### src/rtl/cls_pkg.sv
// Package for the clutch launch sequencer: beat types, codes and ramp constants.
package cls_pkg;

    localparam int unsigned POS_BITS = 16;

    // Mode codes
    localparam logic [1:0] MODE_MANUAL = 2'd0;
    localparam logic [1:0] MODE_LAUNCH = 2'd1;
    localparam logic [1:0] MODE_ERROR  = 2'd2;

    // Launch phase codes
    localparam logic [1:0] PH_HOLD   = 2'd0;
    localparam logic [1:0] PH_WAIT   = 2'd1;
    localparam logic [1:0] PH_RAMP   = 2'd2;
    localparam logic [1:0] PH_FINISH = 2'd3;

    // Config register indexes
    localparam logic [1:0] CFG_DEBOUNCE_MS      = 2'd0;
    localparam logic [1:0] CFG_LAUNCH_WAIT_MS   = 2'd1;
    localparam logic [1:0] CFG_ERROR_HOLD_MS    = 2'd2;
    localparam logic [1:0] CFG_ENGAGE_THRESHOLD = 2'd3;

    localparam logic [9:0]  DEBOUNCE_MS_RST      = 10'd50;
    localparam logic [15:0] LAUNCH_WAIT_MS_RST   = 16'd5000;
    localparam logic [15:0] ERROR_HOLD_MS_RST    = 16'd1000;
    localparam logic [15:0] ENGAGE_THRESHOLD_RST = 16'd19661;

    localparam logic [9:0]  DEB_MAX   = 10'd1023;
    localparam logic [15:0] TIMER_MAX = 16'hFFFF;

    // Q0.16 fractions, rounded to nearest
    localparam int unsigned FRAC_50 = ((50 << POS_BITS) + 50) / 100;
    localparam int unsigned FRAC_30 = ((30 << POS_BITS) + 50) / 100;
    localparam int unsigned FRAC_28 = ((28 << POS_BITS) + 50) / 100;
    localparam int unsigned FRAC_20 = ((20 << POS_BITS) + 50) / 100;
    localparam int unsigned FRAC_10 = ((10 << POS_BITS) + 50) / 100;

    localparam logic [15:0] TARGET_ENGAGE   = 16'(FRAC_50);
    localparam logic [15:0] TARGET_ERR_LOW  = 16'(FRAC_30);
    localparam logic [15:0] TARGET_RESET    = 16'(FRAC_10);

    // Release ramp breakpoints (ms) and values; values never rise
    localparam int unsigned RAMP_SEGMENTS = 4;
    localparam int unsigned RT0 = 0;
    localparam int unsigned RT1 = 2000;
    localparam int unsigned RT2 = 8000;
    localparam int unsigned RT3 = 10000;
    localparam int unsigned RT4 = 10001;
    localparam int unsigned RV0 = FRAC_50;
    localparam int unsigned RV1 = FRAC_28;
    localparam int unsigned RV2 = FRAC_20;
    localparam int unsigned RV3 = FRAC_10;
    localparam int unsigned RV4 = FRAC_10;

    localparam logic [15:0] RAMP_LAST_T = 16'(RT4);
    localparam logic [1:0]  SEG_LAST    = 2'(RAMP_SEGMENTS - 1);

    // Per segment: start value, end time, span, half span, drop per tick as quotient/remainder
    localparam logic [15:0] SEG_V0 [RAMP_SEGMENTS] =
        '{16'(RV0), 16'(RV1), 16'(RV2), 16'(RV3)};
    localparam logic [15:0] SEG_END [RAMP_SEGMENTS] =
        '{16'(RT1), 16'(RT2), 16'(RT3), 16'(RT4)};
    localparam logic [12:0] SEG_DEN [RAMP_SEGMENTS] =
        '{13'(RT1 - RT0), 13'(RT2 - RT1), 13'(RT3 - RT2), 13'(RT4 - RT3)};
    localparam logic [12:0] SEG_HALF [RAMP_SEGMENTS] =
        '{13'((RT1 - RT0) / 2), 13'((RT2 - RT1) / 2),
          13'((RT3 - RT2) / 2), 13'((RT4 - RT3) / 2)};
    localparam logic [15:0] SEG_QD [RAMP_SEGMENTS] =
        '{16'((RV0 - RV1) / (RT1 - RT0)), 16'((RV1 - RV2) / (RT2 - RT1)),
          16'((RV2 - RV3) / (RT3 - RT2)), 16'((RV3 - RV4) / (RT4 - RT3))};
    localparam logic [12:0] SEG_RD [RAMP_SEGMENTS] =
        '{13'((RV0 - RV1) % (RT1 - RT0)), 13'((RV1 - RV2) % (RT2 - RT1)),
          13'((RV2 - RV3) % (RT3 - RT2)), 13'((RV3 - RV4) % (RT4 - RT3))};

    typedef struct packed {
        logic        switch_level;
        logic [15:0] clutch_position;
        logic [15:0] lever_position;
    } t_in_beat;

    typedef struct packed {
        logic [15:0] clutch_target;
        logic [1:0]  drive_mode;
        logic [1:0]  launch_phase;
    } t_out_beat;

endpackage

### src/rtl/cls_stream_if.sv
// Valid/ready stream interface carrying one beat of a given payload type.
interface cls_stream_if #(parameter type T_DATA = logic);
    logic  valid;
    logic  ready;
    T_DATA data;

    modport source (output valid, output data, input ready);
    modport sink   (input valid, input data, output ready);
endinterface

### src/rtl/clutch_launch_sequencer.sv
// Clutch launch sequencer top level: mode machine, launch ramp and result register.
//
// One input beat per millisecond tick (switch level, clutch and lever position
// in Q0.16) yields one result beat (target, mode, launch phase). The block
// takes one beat per clock while the result register can take it: the whole
// update is combinational from the accepted beat and the state registers
// into a result register, and a new beat is accepted whenever that register
// is empty or being drained in the same cycle. The release ramp is
// interpolated with a running quotient/remainder accumulator per segment,
// so no divider sits in the path. Configuration is written through
// i_cfg_we/i_cfg_index/i_cfg_wdata and takes effect on the next beat;
// there is no clearing pass after reset. Error mode is left only by reset.
module clutch_launch_sequencer (
    input  logic          i_clk,
    input  logic          i_rst_n,
    input  logic          i_cfg_we,
    input  logic [1:0]    i_cfg_index,
    input  logic [15:0]   i_cfg_wdata,
    cls_stream_if.sink    i_in,
    cls_stream_if.source  o_out
);

    // Configuration
    logic [9:0]  r_debounce_ms;
    logic [15:0] r_launch_wait_ms;
    logic [15:0] r_error_hold_ms;
    logic [15:0] r_engage_threshold;

    // Mode machine state
    logic [1:0]  r_mode,         n_mode;
    logic [1:0]  r_phase,        n_phase;
    logic [9:0]  r_deb_count,    n_deb_count;
    logic        r_deb_armed,    n_deb_armed;
    logic [15:0] r_phase_timer,  n_phase_timer;
    logic [15:0] r_error_timer,  n_error_timer;
    logic [15:0] r_target,       n_target;

    // Ramp accumulator: drop so far = q, remainder r of (drop*dt + span/2) / span
    logic [1:0]  r_seg,          n_seg;
    logic [15:0] r_ramp_q,       n_ramp_q;
    logic [12:0] r_ramp_r,       n_ramp_r;

    // Result register
    logic             r_out_valid;
    cls_pkg::t_out_beat r_out, n_out;

    logic        in_fire;
    logic        sw;
    logic [15:0] clutch;
    logic [15:0] lever;
    logic        deb_active;
    logic [9:0]  deb_cnt_inc;
    logic        deb_trip;
    logic [15:0] ramp_val;
    logic [1:0]  adv_seg;
    logic [13:0] adv_acc;
    logic [15:0] adv_q;

    function automatic logic [15:0] sat_inc(input logic [15:0] v);
        return (v < cls_pkg::TIMER_MAX) ? v + 16'd1 : v;
    endfunction

    assign i_in.ready  = !r_out_valid || o_out.ready;
    assign in_fire     = i_in.valid && i_in.ready;
    assign o_out.valid = r_out_valid;
    assign o_out.data  = r_out;

    assign sw     = i_in.data.switch_level;
    assign clutch = i_in.data.clutch_position;
    assign lever  = i_in.data.lever_position;

    // Debounce: manual waits for the switch set, launch for it released
    assign deb_active  = (r_mode == cls_pkg::MODE_MANUAL) ? sw : !sw;
    assign deb_cnt_inc = (r_deb_count < cls_pkg::DEB_MAX) ? r_deb_count + 10'd1 : r_deb_count;
    assign deb_trip    = deb_active && r_deb_armed && (deb_cnt_inc >= r_debounce_ms);

    assign ramp_val = cls_pkg::SEG_V0[r_seg] - r_ramp_q;

    // Next ramp accumulator value for t+1: restart at dt=1 of the next segment
    // when t is the current segment's end, else add one tick's drop.
    always_comb begin
        if (r_phase_timer == cls_pkg::SEG_END[r_seg] && r_seg != cls_pkg::SEG_LAST) begin
            adv_seg = r_seg + 2'd1;
            adv_acc = {1'b0, cls_pkg::SEG_HALF[adv_seg]} + {1'b0, cls_pkg::SEG_RD[adv_seg]};
            adv_q   = cls_pkg::SEG_QD[adv_seg];
        end else begin
            adv_seg = r_seg;
            adv_acc = {1'b0, r_ramp_r} + {1'b0, cls_pkg::SEG_RD[r_seg]};
            adv_q   = r_ramp_q + cls_pkg::SEG_QD[r_seg];
        end
    end

    always_comb begin
        n_mode        = r_mode;
        n_phase       = r_phase;
        n_deb_count   = r_deb_count;
        n_deb_armed   = r_deb_armed;
        n_phase_timer = r_phase_timer;
        n_error_timer = r_error_timer;
        n_target      = r_target;
        n_seg         = r_seg;
        n_ramp_q      = r_ramp_q;
        n_ramp_r      = r_ramp_r;

        // Debounce counter update (not used in error mode)
        if (r_mode != cls_pkg::MODE_ERROR) begin
            if (!deb_active) begin
                n_deb_count = '0;
                n_deb_armed = 1'b0;
            end else if (!r_deb_armed) begin
                n_deb_armed = 1'b1;
            end else begin
                n_deb_count = deb_cnt_inc;
            end
            if (deb_trip) begin
                n_deb_count = '0;
                n_deb_armed = 1'b0;
            end
        end

        case (r_mode)
            cls_pkg::MODE_MANUAL: begin
                n_target = lever;
                if (deb_trip) begin
                    n_mode        = cls_pkg::MODE_LAUNCH;
                    n_phase       = cls_pkg::PH_HOLD;
                    n_phase_timer = '0;
                end
            end
            cls_pkg::MODE_LAUNCH: begin
                if (deb_trip) begin
                    n_mode        = cls_pkg::MODE_ERROR;
                    n_target      = cls_pkg::TARGET_ENGAGE;
                    n_error_timer = '0;
                end else begin
                    case (r_phase)
                        cls_pkg::PH_HOLD: begin
                            if (clutch <= r_engage_threshold) begin
                                n_target = cls_pkg::TARGET_ENGAGE;
                            end else begin
                                n_phase       = cls_pkg::PH_WAIT;
                                n_phase_timer = '0;
                            end
                        end
                        cls_pkg::PH_WAIT: begin
                            n_phase_timer = sat_inc(r_phase_timer);
                            if (n_phase_timer > r_launch_wait_ms) begin
                                n_phase       = cls_pkg::PH_RAMP;
                                n_phase_timer = '0;
                                n_seg         = '0;
                                n_ramp_q      = '0;
                                n_ramp_r      = cls_pkg::SEG_HALF[0];
                            end
                        end
                        cls_pkg::PH_RAMP: begin
                            if (r_phase_timer <= cls_pkg::RAMP_LAST_T) begin
                                n_target      = (lever > ramp_val) ? lever : ramp_val;
                                n_phase_timer = sat_inc(r_phase_timer);
                                n_seg         = adv_seg;
                                if (adv_acc >= {1'b0, cls_pkg::SEG_DEN[adv_seg]}) begin
                                    n_ramp_r = 13'(adv_acc - {1'b0, cls_pkg::SEG_DEN[adv_seg]});
                                    n_ramp_q = adv_q + 16'd1;
                                end else begin
                                    n_ramp_r = adv_acc[12:0];
                                    n_ramp_q = adv_q;
                                end
                            end else begin
                                // past the last breakpoint: target held this tick
                                n_phase = cls_pkg::PH_FINISH;
                            end
                        end
                        default: begin
                            n_target = lever;
                        end
                    endcase
                end
            end
            default: begin
                n_error_timer = sat_inc(r_error_timer);
                if (n_error_timer > r_error_hold_ms) begin
                    n_target = cls_pkg::TARGET_ERR_LOW;
                end
            end
        endcase

        n_out.clutch_target = n_target;
        n_out.drive_mode    = n_mode;
        n_out.launch_phase  = (n_mode == cls_pkg::MODE_MANUAL) ? cls_pkg::PH_HOLD : n_phase;
    end

    // Configuration writes
    always_ff @(posedge i_clk) begin
        if (!i_rst_n) begin
            r_debounce_ms      <= cls_pkg::DEBOUNCE_MS_RST;
            r_launch_wait_ms   <= cls_pkg::LAUNCH_WAIT_MS_RST;
            r_error_hold_ms    <= cls_pkg::ERROR_HOLD_MS_RST;
            r_engage_threshold <= cls_pkg::ENGAGE_THRESHOLD_RST;
        end else if (i_cfg_we) begin
            case (i_cfg_index)
                cls_pkg::CFG_DEBOUNCE_MS:      r_debounce_ms      <= i_cfg_wdata[9:0];
                cls_pkg::CFG_LAUNCH_WAIT_MS:   r_launch_wait_ms   <= i_cfg_wdata;
                cls_pkg::CFG_ERROR_HOLD_MS:    r_error_hold_ms    <= i_cfg_wdata;
                cls_pkg::CFG_ENGAGE_THRESHOLD: r_engage_threshold <= i_cfg_wdata;
                default: ;
            endcase
        end
    end

    // State update on each accepted beat
    always_ff @(posedge i_clk) begin
        if (!i_rst_n) begin
            r_mode        <= cls_pkg::MODE_MANUAL;
            r_phase       <= cls_pkg::PH_HOLD;
            r_deb_count   <= '0;
            r_deb_armed   <= 1'b0;
            r_phase_timer <= '0;
            r_error_timer <= '0;
            r_target      <= cls_pkg::TARGET_RESET;
            r_seg         <= '0;
            r_ramp_q      <= '0;
            r_ramp_r      <= '0;
        end else if (in_fire) begin
            r_mode        <= n_mode;
            r_phase       <= n_phase;
            r_deb_count   <= n_deb_count;
            r_deb_armed   <= n_deb_armed;
            r_phase_timer <= n_phase_timer;
            r_error_timer <= n_error_timer;
            r_target      <= n_target;
            r_seg         <= n_seg;
            r_ramp_q      <= n_ramp_q;
            r_ramp_r      <= n_ramp_r;
        end
    end

    // Result register: refilled on accept, emptied when taken
    always_ff @(posedge i_clk) begin
        if (!i_rst_n) begin
            r_out_valid <= 1'b0;
        end else if (in_fire) begin
            r_out_valid <= 1'b1;
        end else if (o_out.ready) begin
            r_out_valid <= 1'b0;
        end
    end

    always_ff @(posedge i_clk) begin
        if (in_fire) begin
            r_out <= n_out;
        end
    end

endmodule

### src/flat_wrapper.sv
// flat-port wrapper written by rule: the top's interface ports become plain ports
module clutch_launch_sequencer_flat 
  (i_clk, i_rst_n, i_cfg_we, i_cfg_index, i_cfg_wdata, i_in_valid, i_in_data, i_in_ready, o_out_valid, o_out_data, o_out_ready);
  cls_stream_if #(.T_DATA(cls_pkg::t_in_beat)) i_in_i ();
  cls_stream_if #(.T_DATA(cls_pkg::t_out_beat)) o_out_i ();
  input  logic i_clk;
  input  logic i_rst_n;
  input  logic i_cfg_we;
  input  logic [1:0] i_cfg_index;
  input  logic [15:0] i_cfg_wdata;
  input wire logic [$bits(i_in_i.valid)-1:0] i_in_valid;
  input wire logic [$bits(i_in_i.data)-1:0] i_in_data;
  output wire logic [$bits(i_in_i.ready)-1:0] i_in_ready;
  output wire logic [$bits(o_out_i.valid)-1:0] o_out_valid;
  output wire logic [$bits(o_out_i.data)-1:0] o_out_data;
  input wire logic [$bits(o_out_i.ready)-1:0] o_out_ready;
  assign i_in_i.valid = i_in_valid;
  assign i_in_i.data = i_in_data;
  assign i_in_ready = i_in_i.ready;
  assign o_out_valid = o_out_i.valid;
  assign o_out_data = o_out_i.data;
  assign o_out_i.ready = o_out_ready;
  clutch_launch_sequencer u_core (.i_clk(i_clk), .i_rst_n(i_rst_n), .i_cfg_we(i_cfg_we), .i_cfg_index(i_cfg_index), .i_cfg_wdata(i_cfg_wdata), .i_in(i_in_i), .o_out(o_out_i));
endmodule
### config.mk
export PLATFORM = sky130hd
export DESIGN_NAME = clutch_launch_sequencer_flat
export DESIGN_NICKNAME = d
export VERILOG_FILES = /design/src/rtl/cls_pkg.sv /design/src/rtl/cls_stream_if.sv /design/src/rtl/clutch_launch_sequencer.sv /design/src/flat_wrapper.sv
export SDC_FILE = /design/constraint.sdc
export NUM_CORES = 1
export LEC_CHECK = 0
export BUFFER_PORTS_ARGS = -buffer_cell sky130_fd_sc_hd__buf_4
export CAP_MARGIN = 40
export CORE_ASPECT_RATIO = 1.75
export CORE_MARGIN = 2
export CORE_UTILIZATION = 40
export DETAILED_ROUTE_END_ITERATION = 12
export HOLD_SLACK_MARGIN = 0.08
export PLACE_DENSITY = 0.67
export SLEW_MARGIN = 20
export SYNTH_ARGS = -nofsm -noshare
export SYNTH_HDL_FRONTEND = slang
export SYNTH_SLANG_ARGS = --single-unit
### constraint.sdc
create_clock -name i_clk -period 8.2 [get_ports i_clk]
set_input_delay 0.82 -clock i_clk [delete_from_list [all_inputs] [get_ports i_clk]]
set_output_delay 0.82 -clock i_clk [all_outputs]
set_load 0.02 [all_outputs]
Word-level counts from Yosys, hierarchy flattened
Index checks and enable logic that the tools add are counted.
{ "word_totals": {"register_bits": 173, "inputBits": 56, "out_inout_bits": 22, "word_cells": 161} }
{ "op_classes": {"add_sub_neg": 10, "magnitude_cmp": 13, "n_eq_ne": 18, "n_mux": 74, "bitwise": 5, "n_reduce_logical": 23} }
{ "op_table": {"columns": ["cell", "count"], "rows": [
  ["16-bit 2-to-1 mux", 24],
  ["13-bit 2-to-1 mux", 11],
  ["16-bit binary-select mux with 2-bit select", 4],
  ["16-bit one-hot mux with 2 select lines", 4],
  ["13-bit binary-select mux with 2-bit select", 4],
  ["16-bit one-hot mux with 3 select lines", 2],
  ["16-bit by 1-bit adder with 16-bit output (second input constant)", 3],
  ["16-bit greater-than comparator", 3],
  ["10-bit 2-to-1 mux", 4],
  ["16-bit less-than comparator (second input constant)", 2],
  ["13-bit by 13-bit adder with 14-bit output", 2],
  ["13-bit one-hot mux with 2 select lines", 1],
  ["2-bit 2-to-1 mux", 10],
  ["16-bit adder", 1],
  ["16-bit equality test", 1],
  ["16-bit by 14-bit <= comparator with 1-bit output (second input constant)", 1],
  ["16-bit <= comparator", 1],
  ["16-bit subtractor", 1],
  ["14-bit by 13-bit greater-or-equal comparator with 1-bit output", 1],
  ["14-bit 2-to-1 mux", 1],
  ["13-bit subtractor", 1],
  ["2-bit one-hot mux with 2 select lines", 3],
  ["10-bit by 1-bit adder with 10-bit output (second input constant)", 1],
  ["10-bit greater-or-equal comparator", 1],
  ["23 further kinds", 56]
]} }

Longest topological paths before layout
Gate-level depths: netlist of run 1.
{ "logic_depth": {"word_depth": 15, "depth_mapped": 24, "mapped_depth_nobuf": 22} }

Worst setup path after synthesis of run 1
No wires, ideal clock.
{ "synth_timing": {"kind": "register to register", "startpoint": "register u_core.r_seg[0]", "endpoint": "register u_core.r_out, in the netlist u_core.o_out.data[13] (data pin)", "setup_ns": 0.269, "t_arrival_ns": 4.810, "t_required_ns": 7.931, "setup_slack_ns": 3.121, "path_stages_with_launch": 24, "cell_sequence": "dfxtp_1 -> clkbuf_1 -> inv_1 -> ha_1 -> buf_2 -> inv_1 -> ha_1 -> a21o_1 -> a21oi_1 -> o21bai_1 -> o21a_1 -> a21oi_1 -> o32ai_1 -> a21o_1 -> nand2_1 -> ha_1 -> a211o_1 -> a31o_2 -> o21a_1 -> clkbuf_1 -> a21oi_1 -> o21ai_0 -> a221oi_1 -> o21ai_0"} }
{ "synth_rtl": {"columns": ["element", "line_no", "text"], "rows": [
  ["start: declaration", "clutch_launch_sequencer.sv:39", "logic [1:0] r_seg, n_seg;"],
  ["start signal: assignment", "clutch_launch_sequencer.sv:230", "r_seg <= n_seg;"],
  ["end signal: assignment", "clutch_launch_sequencer.sv:249", "r_out <= n_out;"],
  ["end: declaration", "clutch_launch_sequencer.sv:45", "cls_pkg::t_out_beat r_out, n_out;"]
]} }

Final worst setup path of run 1
{ "layout_timing": {"startpoint": "register u_core.r_seg[0]", "endpoint": "register u_core.r_ramp_r[1]"} }
{ "layout_between": {"elab_chain_cells": 15, "elab_cells_between_ends": 31, "classes_between": "4 x add/sub; 1 x order compare; 2 x eq/ne; 20 x mux; 3 x bitwise; 1 x reduce/logical"} }
{ "layout_lines": {"columns": ["element", "line_no", "text"], "rows": [
  ["parallel branches: the longest is 12 deep, another holds 13-bit by 13-bit adder with 14-bit output", null, null],
  ["13-bit 2-to-1 mux (*)", "clutch_launch_sequencer.sv:160", "if (adv_acc >= {1'b0, cls_pkg::SEG_DEN[adv_seg]}) begin"],
  ["13-bit 2-to-1 mux (*)", "clutch_launch_sequencer.sv:156", "if (r_phase_timer <= cls_pkg::RAMP_LAST_T) begin"],
  ["13-bit one-hot mux with 2 select lines (*)", "clutch_launch_sequencer.sv:136", "case (r_phase)"],
  ["end signal: assignment", "clutch_launch_sequencer.sv:232", "r_ramp_r <= n_ramp_r;"],
  ["end: declaration", "clutch_launch_sequencer.sv:41", "logic [12:0] r_ramp_r, n_ramp_r;"]
]} }
Every way passes the cells marked *. The select of a mux whose other input is x is not followed.
A chain may end at the register's enable or synchronous reset.

==> out/qor.csv, run 1 <==
metric,value,unit
finalSetupViolCount,0,
multi_input_area,0.008810,mm^2
synth-main-ff-cell,dfxtp_1,
p_int,1.422,mW
worstMarginPinSlew,0.8237,ns
routabilityCongestion,0.9666,
endpoint,u_core.r_ramp_r[1],
portBuffers,77,
power,1.925,mW
wirelength,41370,um
vias,13020,
endpoint_kind,flip-flop,
io_pins,78,
crit_top_cell,ha_1,
timing.rr.start,u_core.r_seg[0],
fmax,162.5,MHz
cts_tree,yes,
drv_cap,0,
dieArea,0.03483,mm^2
antenna_found_initial,0,
rsz0062_at_grt,false,
r2r_end,u_core.r_ramp_r[1],
clock_path_buffers,2,
syn_nets,1904,
grt_max_degree,56,
hold_viol,0,
crit_chain,inv_1 > ha_1 > ha_1 > inv_1 > fa_1 > and3b_1 > o22ai_1 > a21oi_1 > o221ai_1 > a21boi_0 > xnor2_1 > o21bai_1 > ha_1 > a2111oi_0 > or3_1 > and2_1 > mux2_1 > o22ai_1,
yosysUniqueCellTypes,90,
p_sw_frac,0.2615,
start_util,0.4046,
die-height,245.4,um
p_clk_frac,0.440,
cts_buffers,17,
postRouteAntennaNets,0,
max_stage_delay,0.67,ns
cts_resized,0,
nets,1934,
track_usage,0.2380,
status,"finished, final reports clean",
core,0.03292,mm^2
power.switching,0.5035,mW
std_cell_rows,88,
r2r_cells,18,
r2r_setup_slack,2.05,ns
synth_cells,1720,
slew_viol_final,0,
layout_min_cycle_time,6.152,ns
drt_iter0_drc,769,
area_growth_syn_to_layout,11.30,%
leakage,5.977,nW
drive_gt1_frac,0.09472,
clockRootBuffer,clkbuf_16,
power_density,129.9,mW/mm^2
startpoint,u_core.r_seg[0],
clkTransAtPathRegs,0.07,ns
htree_num_levels,4,
yosysWarnings,0,
ys_seq_area_frac,0.2750,
syn_area_per_cell,7.744,um^2
grt_pass1_vias,12720,
synthArstFlopShare,0,
fin_skew,0.01043,ns
mostFrequentLayoutCell,nand2_1,
regArea,0.003664,mm^2
clk_latency,0.46,ns
ys_ff_latch,173,
clock_sinks,173,
vias_per_cell,6.007,
post-dp-hpwl,32110,um
crit_path_max_fanout,16,
layout_common_cells,"217 x nand2_1, 153 x dfxtp_1, 141 x a21oi_1",
die_x,141.9,um
overflow,0,
p_seq_frac,0.463,
num-fill-cells,3235,
synth_edf_count,20,
fin_crit_sh,0.7503,
worstPathArrival,6.53,ns
cts.hold.buffers_added,0,
critPathRequiredTime,8.58,ns
cp_slowest_cell,ha_1,
cp-start-kind,flip-flop,
pwr-share-comb,0.096,
diodes,0,
synth_area,0.01332,mm^2
drc,0,
routedWlPerCell,19.08,um
firstDrtPassIters,6,
ir_drop,141.3,uV
min-delay-path-class,flip-flop to flip-flop,
post_cts_buffers,0,
worst_slew_margin_rel,0.4472,
crit_type,flip-flop to flip-flop,
grt_pass1_wl,65520,um
fin_setup_tns,0,ns
==> registers in the layout (all words and copies together) (netlist names) <==
signal,flops
u_core.r_launch_wait_ms,16
u_core.r_deb_armed,1
u_core.r_deb_count,10
u_core.r_engage_threshold,16
u_core.r_error_hold_ms,16
u_core.r_ramp_q,16
u_core.o_out.valid,1
u_core.r_seg,2
u_core.r_error_timer,16
u_core.r_ramp_r,13
u_core.o_out.data,20
u_core.r_mode,2
u_core.r_debounce_ms,10
u_core.r_phase_timer,16
u_core.r_target,16
u_core.r_phase,2
==> how the worst min path moves through the flow <==
stage          depth (start not counted)                      endpoint                    startpoint
6_report                               2    u_core.r_error_hold_ms[10]    u_core.r_error_hold_ms[10]
3_5_place_dp                           2  u_core.r_engage_threshold[1]  u_core.r_engage_threshold[1]
3_3_place_gp                           2    u_core.r_launch_wait_ms[2]    u_core.r_launch_wait_ms[2]
2_1_floorplan                          2       u_core.r_debounce_ms[2]       u_core.r_debounce_ms[2]
5_1_grt                                2    u_core.r_launch_wait_ms[1]    u_core.r_launch_wait_ms[1]
4_1_cts                                2  u_core.r_engage_threshold[1]  u_core.r_engage_threshold[1]
==> power by group through the flow <==
stage | Sequential (mW) | Clock, mW | Combinational, mW
2_1_floorplan | 0.915 | 0 | 0.0986
3_3_place_gp | 0.911 | 0 | 0.179
3_5_place_dp | 0.911 | 0 | 0.184
4_1_cts | 0.892 | 0.860 | 0.184
5_1_grt | 0.894 | 0.892 | 0.205
6_report | 0.892 | 0.847 | 0.186
==> cells in the mapped netlist (all sizes together), types with 9 or more instances <==
| master | instances | share of area |
|---|---|---|
| mux2i | 11 | 0.0083 |
| edfxtp | 20 | 0.045 |
| o22ai | 11 | 0.0056 |
| dfxtp | 153 | 0.23 |
| and4 | 9 | 0.0059 |
| nor2 | 106 | 0.030 |
| a22oi | 20 | 0.011 |
| a211oi | 15 | 0.0085 |
| and2 | 18 | 0.0085 |
| nor4 | 15 | 0.0091 |
| buf | 28 | 0.012 |
| a21o | 20 | 0.011 |
| nand2 | 218 | 0.062 |
| xnor2 | 60 | 0.039 |
| or3 | 12 | 0.0056 |
| o31a | 9 | 0.0059 |
| ha | 125 | 0.12 |
| a21oi | 145 | 0.055 |
| xor2 | 28 | 0.018 |
| nand4 | 25 | 0.012 |
| nor3 | 38 | 0.015 |
| inv | 124 | 0.035 |
| nand2b | 16 | 0.0075 |
| o21ai | 90 | 0.034 |
| o211ai | 40 | 0.023 |
| a31oi | 22 | 0.010 |
| o21a | 19 | 0.011 |
| clkbuf | 62 | 0.017 |
| and3 | 20 | 0.0094 |
| nor2b | 24 | 0.011 |
| nand3 | 74 | 0.028 |
==> metal layers <==
metal | vias up | routed length (um) | track usage
li1 | 6269 | - | -
met1 | 6173 | 14840 | 0.2386
met2 | 433 | 21900 | 0.4486
met3 | 149 | 1688 | 0.02941
met4 | 0 | 2942 | 0.1656
met5 | - | 0 | 0
==> through the flow <==
step	cells	util	hold WS (ns)	setup slack, ns	area (um^2)
floorplan	1720	-	0.4363	3.121	13320
global placement	2127	0.4292	0.4449	1.964	14130
detailed placement	2135	0.4320	0.4463	2.143	14220
CTS	2167	0.4500	0.4560	2.106	14810
global route	2168	0.4503	0.4736	1.566	14830
finish	2168	0.4503	0.4566	2.048	14830
==> cells by family (layout without fill, tap and decap cells) <==
kind of cell | after synthesis | in the layout | share of synthesized area
buf+inv | 215 | 258 | 0.06453
compound gates | 490 | 490 | 0.2438
xor+xnor | 88 | 88 | 0.05786
fa+ha+maj | 128 | 128 | 0.1219
mux | 15 | 15 | 0.01165
simple gates | 611 | 611 | 0.2253
flops | 173 | 173 | 0.2750
==> critical path, delay by kind of cell, from the launching register on <==
kind                     cells  cell delay [ns]
multiplexers                 1             0.38
buffers and inverters        2             0.31
XOR/XNOR                     1             0.15
flip-flops                   1             0.64
AND/OR/NAND/NOR              3             1.42
adder cells (fa/ha/maj)      4             1.59
AO/OA/AOI/OAI                7             1.57
==> area by class of cell <==
cell class	instances	share of cell area
Tap cell	405	0.03418
Inverter	125	0.03165
Timing Repair Buffer	101	0.05300
Clock inverter	11	0.008777
Multi-Input combinational cell	1332	0.5942
Clock buffer	21	0.03106
Sequential cell	173	0.2471
Note: power is estimated with default switching activity, not from simulation.
==> run 2, diff against run 1 <==
--- a/config.mk
+++ b/config.mk
@@ -12,7 +12,7 @@
 export CORE_UTILIZATION = 40
 export DETAILED_ROUTE_END_ITERATION = 12
 export HOLD_SLACK_MARGIN = 0.08
-export PLACE_DENSITY = 0.67
+export PLACE_DENSITY = 0.69
 export SLEW_MARGIN = 20
 export SYNTH_ARGS = -nofsm -noshare
 export SYNTH_HDL_FRONTEND = slang
==> constraint.sdc (replaced) <==
create_clock -name i_clk -period 5.1 [get_ports i_clk]
set_input_delay 0.51 -clock i_clk [delete_from_list [all_inputs] [get_ports i_clk]]
set_output_delay 0.51 -clock i_clk [all_outputs]
set_load 0.02 [all_outputs]
==> out/qor.csv, run 2 (synthesized netlist as in run 1, its figures left out) <==
metric,value,unit,change
status,"finished, final reports clean",,unchanged
num-fill-cells,3213,,was 3235
antenna_found_initial,0,,unchanged
clkTransAtPathRegs,0.08,ns,was 0.07 ns
core,0.03292,mm^2,unchanged
area_growth_syn_to_layout,15.59,%,was 11.30%
grtUsageMet2,0.4567,,was 0.4486
cp_top_family,compound AO/OA/AOI/OAI gates,,was adder cells
overflow,0,,unchanged
min_to,u_core.o_out.valid,,was u_core.r_error_hold_ms[10]
r2r_setup_slack,0.23,ns,was 2.05 ns
wirelength,43110,um,was 41370 um
timing.rr.start,u_core.r_seg[1],,was u_core.r_seg[0]
drc,0,,unchanged
track_usage,0.2451,,was 0.2380
layout_common_cells,"216 x nand2_1, 158 x buf_4, 152 x dfxtp_1",,"was 217 x nand2_1, 153 x dfxtp_1, 141 x a21oi_1"
post-dp-hpwl,33120,um,was 32110 um
routabilityCongestion,1.024,,was 0.9666
mostFrequentLayoutCell,nand2_1,,unchanged
grt_busiest_layer,met2,,unchanged
finalSetupViolCount,0,,unchanged
worst_slew_margin_rel,0.3838,,was 0.4472
diodes,0,,unchanged
clk_latency,0.46,ns,about the same
routedWlPerCell,19.33,um,was 19.08 um
clockRootBuffer,clkbuf_16,,unchanged
htree_num_levels,4,,unchanged
ir_drop,207.6,uV,was 141.3 uV
fmax,205.5,MHz,was 162.5 MHz
dieArea,0.03483,mm^2,unchanged
fin_crit_sh,0.9540,,was 0.7503
hold_viol,0,,unchanged
fin_skew,0.01295,ns,was 0.01043 ns
cp_slowest_cell,a2111oi_1,,was ha_1
firstDrtPassIters,6,,unchanged
vias,13310,,was 13020
power_density,202.8,mW/mm^2,was 129.9 mW/mm^2
worstPathArrival,5.27,ns,was 6.53 ns
dpl.cell_count,2189,,was 2135
nets,1996,,was 1934
cts_tree,yes,,unchanged
cts_buffers,17,,unchanged
leakage,6.285,nW,was 5.977 nW
vias_per_cell,5.968,,was 6.007
hold_depth,3,,was 2
max_stage_delay,0.43,ns,was 0.67 ns
grt_pass1_wl,67390,um,was 65520 um
use_met3,0.03486,,was 0.02941
die_x,141.9,um,unchanged
cp-start-kind,flip-flop,,unchanged
drt_iter0_drc,787,,was 769
min-delay-path-class,primary input to flip-flop,,was flip-flop to flip-flop
cp_num_buf_inv,4,,was 2
final_core_util,0.4677,,was 0.4503
portBuffers,77,,unchanged
critPathRequiredTime,5.51,ns,was 8.58 ns
start_util,0.4046,,unchanged
slew_viol_final,0,,unchanged
std_cell_rows,88,,unchanged
drv_cap,0,,unchanged
crit_chain,inv_1 > ha_1 > ha_2 > inv_1 > fa_1 > and3b_1 > o22ai_1 > a21oi_1 > buf_4 > o21ai_0 > nand2b_1 > xnor2_1 > o21ai_0 > ha_1 > nand3_1 > nor2_1 > and2_1 > a221o_1 > o41ai_4 > buf_6 > a21oi_2 > a2111oi_1 > or3b_1,,was inv_1 > ha_1 > ha_1 > inv_1 > fa_1 > and3b_1 > o22ai_1 > a21oi_1 > o221ai_1 > a21boi_0 > xnor2_1 > o21bai_1 > ha_1 > a2111oi_0 > or3_1 > and2_1 > mux2_1 > o22ai_1
clock_sinks,173,,unchanged
use_met1,0.2417,,was 0.2386
preCtsSetupSlack,0.04201,ns,was 2.143 ns
multi_input_area,0.008905,mm^2,was 0.008810 mm^2
min-delay-start,i_in_valid,,was u_core.r_error_hold_ms[10]
die-height,245.4,um,unchanged
postRouteAntennaNets,0,,unchanged
drive_gt1_frac,0.1370,,was 0.09472
grt_pass1_vias,13170,,was 12720
crit_type,flip-flop to flip-flop,,unchanged
r2r_end,u_core.r_ramp_q[13],,was u_core.r_ramp_r[1]
layout_min_cycle_time,4.865,ns,was 6.152 ns
fin_cells,2230,,was 2168
regArea,0.003665,mm^2,was 0.003664 mm^2
clock_path_buffers,2,,unchanged
crit_path_max_fanout,7,,was 16
layout_setup_ws,0.2346,ns,was 2.048 ns
grt_max_degree,75,,was 56
worstMarginPinSlew,0.9181,ns,was 0.8237 ns
endpoint_kind,flip-flop,,unchanged
io_pins,78,,unchanged
largest_reg_flops,20,,unchanged
r2r_cells,23,,was 18
[run 2: layout make-up]
type	instances	area share
timing repair buffer	163	0.08175
clock inverter	15	0.01089
inverter	125	0.03047
clock buffer	17	0.02763
tap	405	0.03291
sequential	173	0.2380
multi-input combinational	1332	0.5783
[run 2: power breakdown]
part / internal, mW / total [mW] / switching [mW]
logic: 0.127 / 0.319 / 0.192
registers: 1.41 / 1.43 / 0.0190
clock network: 0.700 / 1.37 / 0.670
[run 2: what timing repair did]
item | in CTS | in global routing
setup buffers | 0 | 7
setup endpoints to repair | 0 | 75
gates resized for setup | 0 | 32
hold buffers | 0 | 0
[run 2: worst register-to-register path, cell delays in order, from the launching register on]
cell	delay [ns]
dfxtp_1	0.39
inv_1	0.10
ha_1	0.32
ha_2	0.24
inv_1	0.08
fa_1	0.40
and3b_1	0.25
o22ai_1	0.10
a21oi_1	0.15
buf_4	0.15
o21ai_0	0.07
nand2b_1	0.09
xnor2_1	0.06
o21ai_0	0.23
ha_1	0.33
nand3_1	0.10
nor2_1	0.06
and2_1	0.18
a221o_1	0.38
o41ai_4	0.27
buf_6	0.19
a21oi_2	0.10
a2111oi_1	0.43
or3b_1	0.17
[run 2: per-layer routing]
layer	vias up	routed length, um
met4	0	3408
met1	6241	15490
met5	-	0
met3	185	1761
met2	484	22450
li1	6399	-
[run 2: worst max-delay path by stage]
stage / cells past startpoint / start / end / slack (ns)
2_1_floorplan: 23 / u_core.r_seg[0] / u_core.o_out.data[13] / 0.02
3_3_place_gp: 17 / u_core.r_phase_timer[6] / u_core.r_ramp_q[15] / 0.18
3_5_place_dp: 17 / u_core.r_phase_timer[6] / u_core.r_ramp_q[15] / 0.04
4_1_cts: 17 / u_core.r_phase_timer[6] / u_core.r_ramp_q[15] / 0.01
5_1_grt: 22 / u_core.r_seg[1] / u_core.r_ramp_q[13] / -0.02
6_report: 23 / u_core.r_seg[1] / u_core.r_ramp_q[13] / 0.23
[run 2: stage by stage]
step | hold WS (ns) | total power [mW] | instance area [um^2] | TNS [ns]
floorplan | 0.4363 | 1.630 | 13320 | 0
global placement | 0.4437 | 1.770 | 14580 | 0
finish | 0.2930 | 3.122 | 15400 | 0
global route | 0.2994 | 3.213 | 15400 | -0.03359
CTS | 0.2798 | 3.132 | 15190 | 0
detailed placement | 0.4485 | 1.776 | 14600 | 0
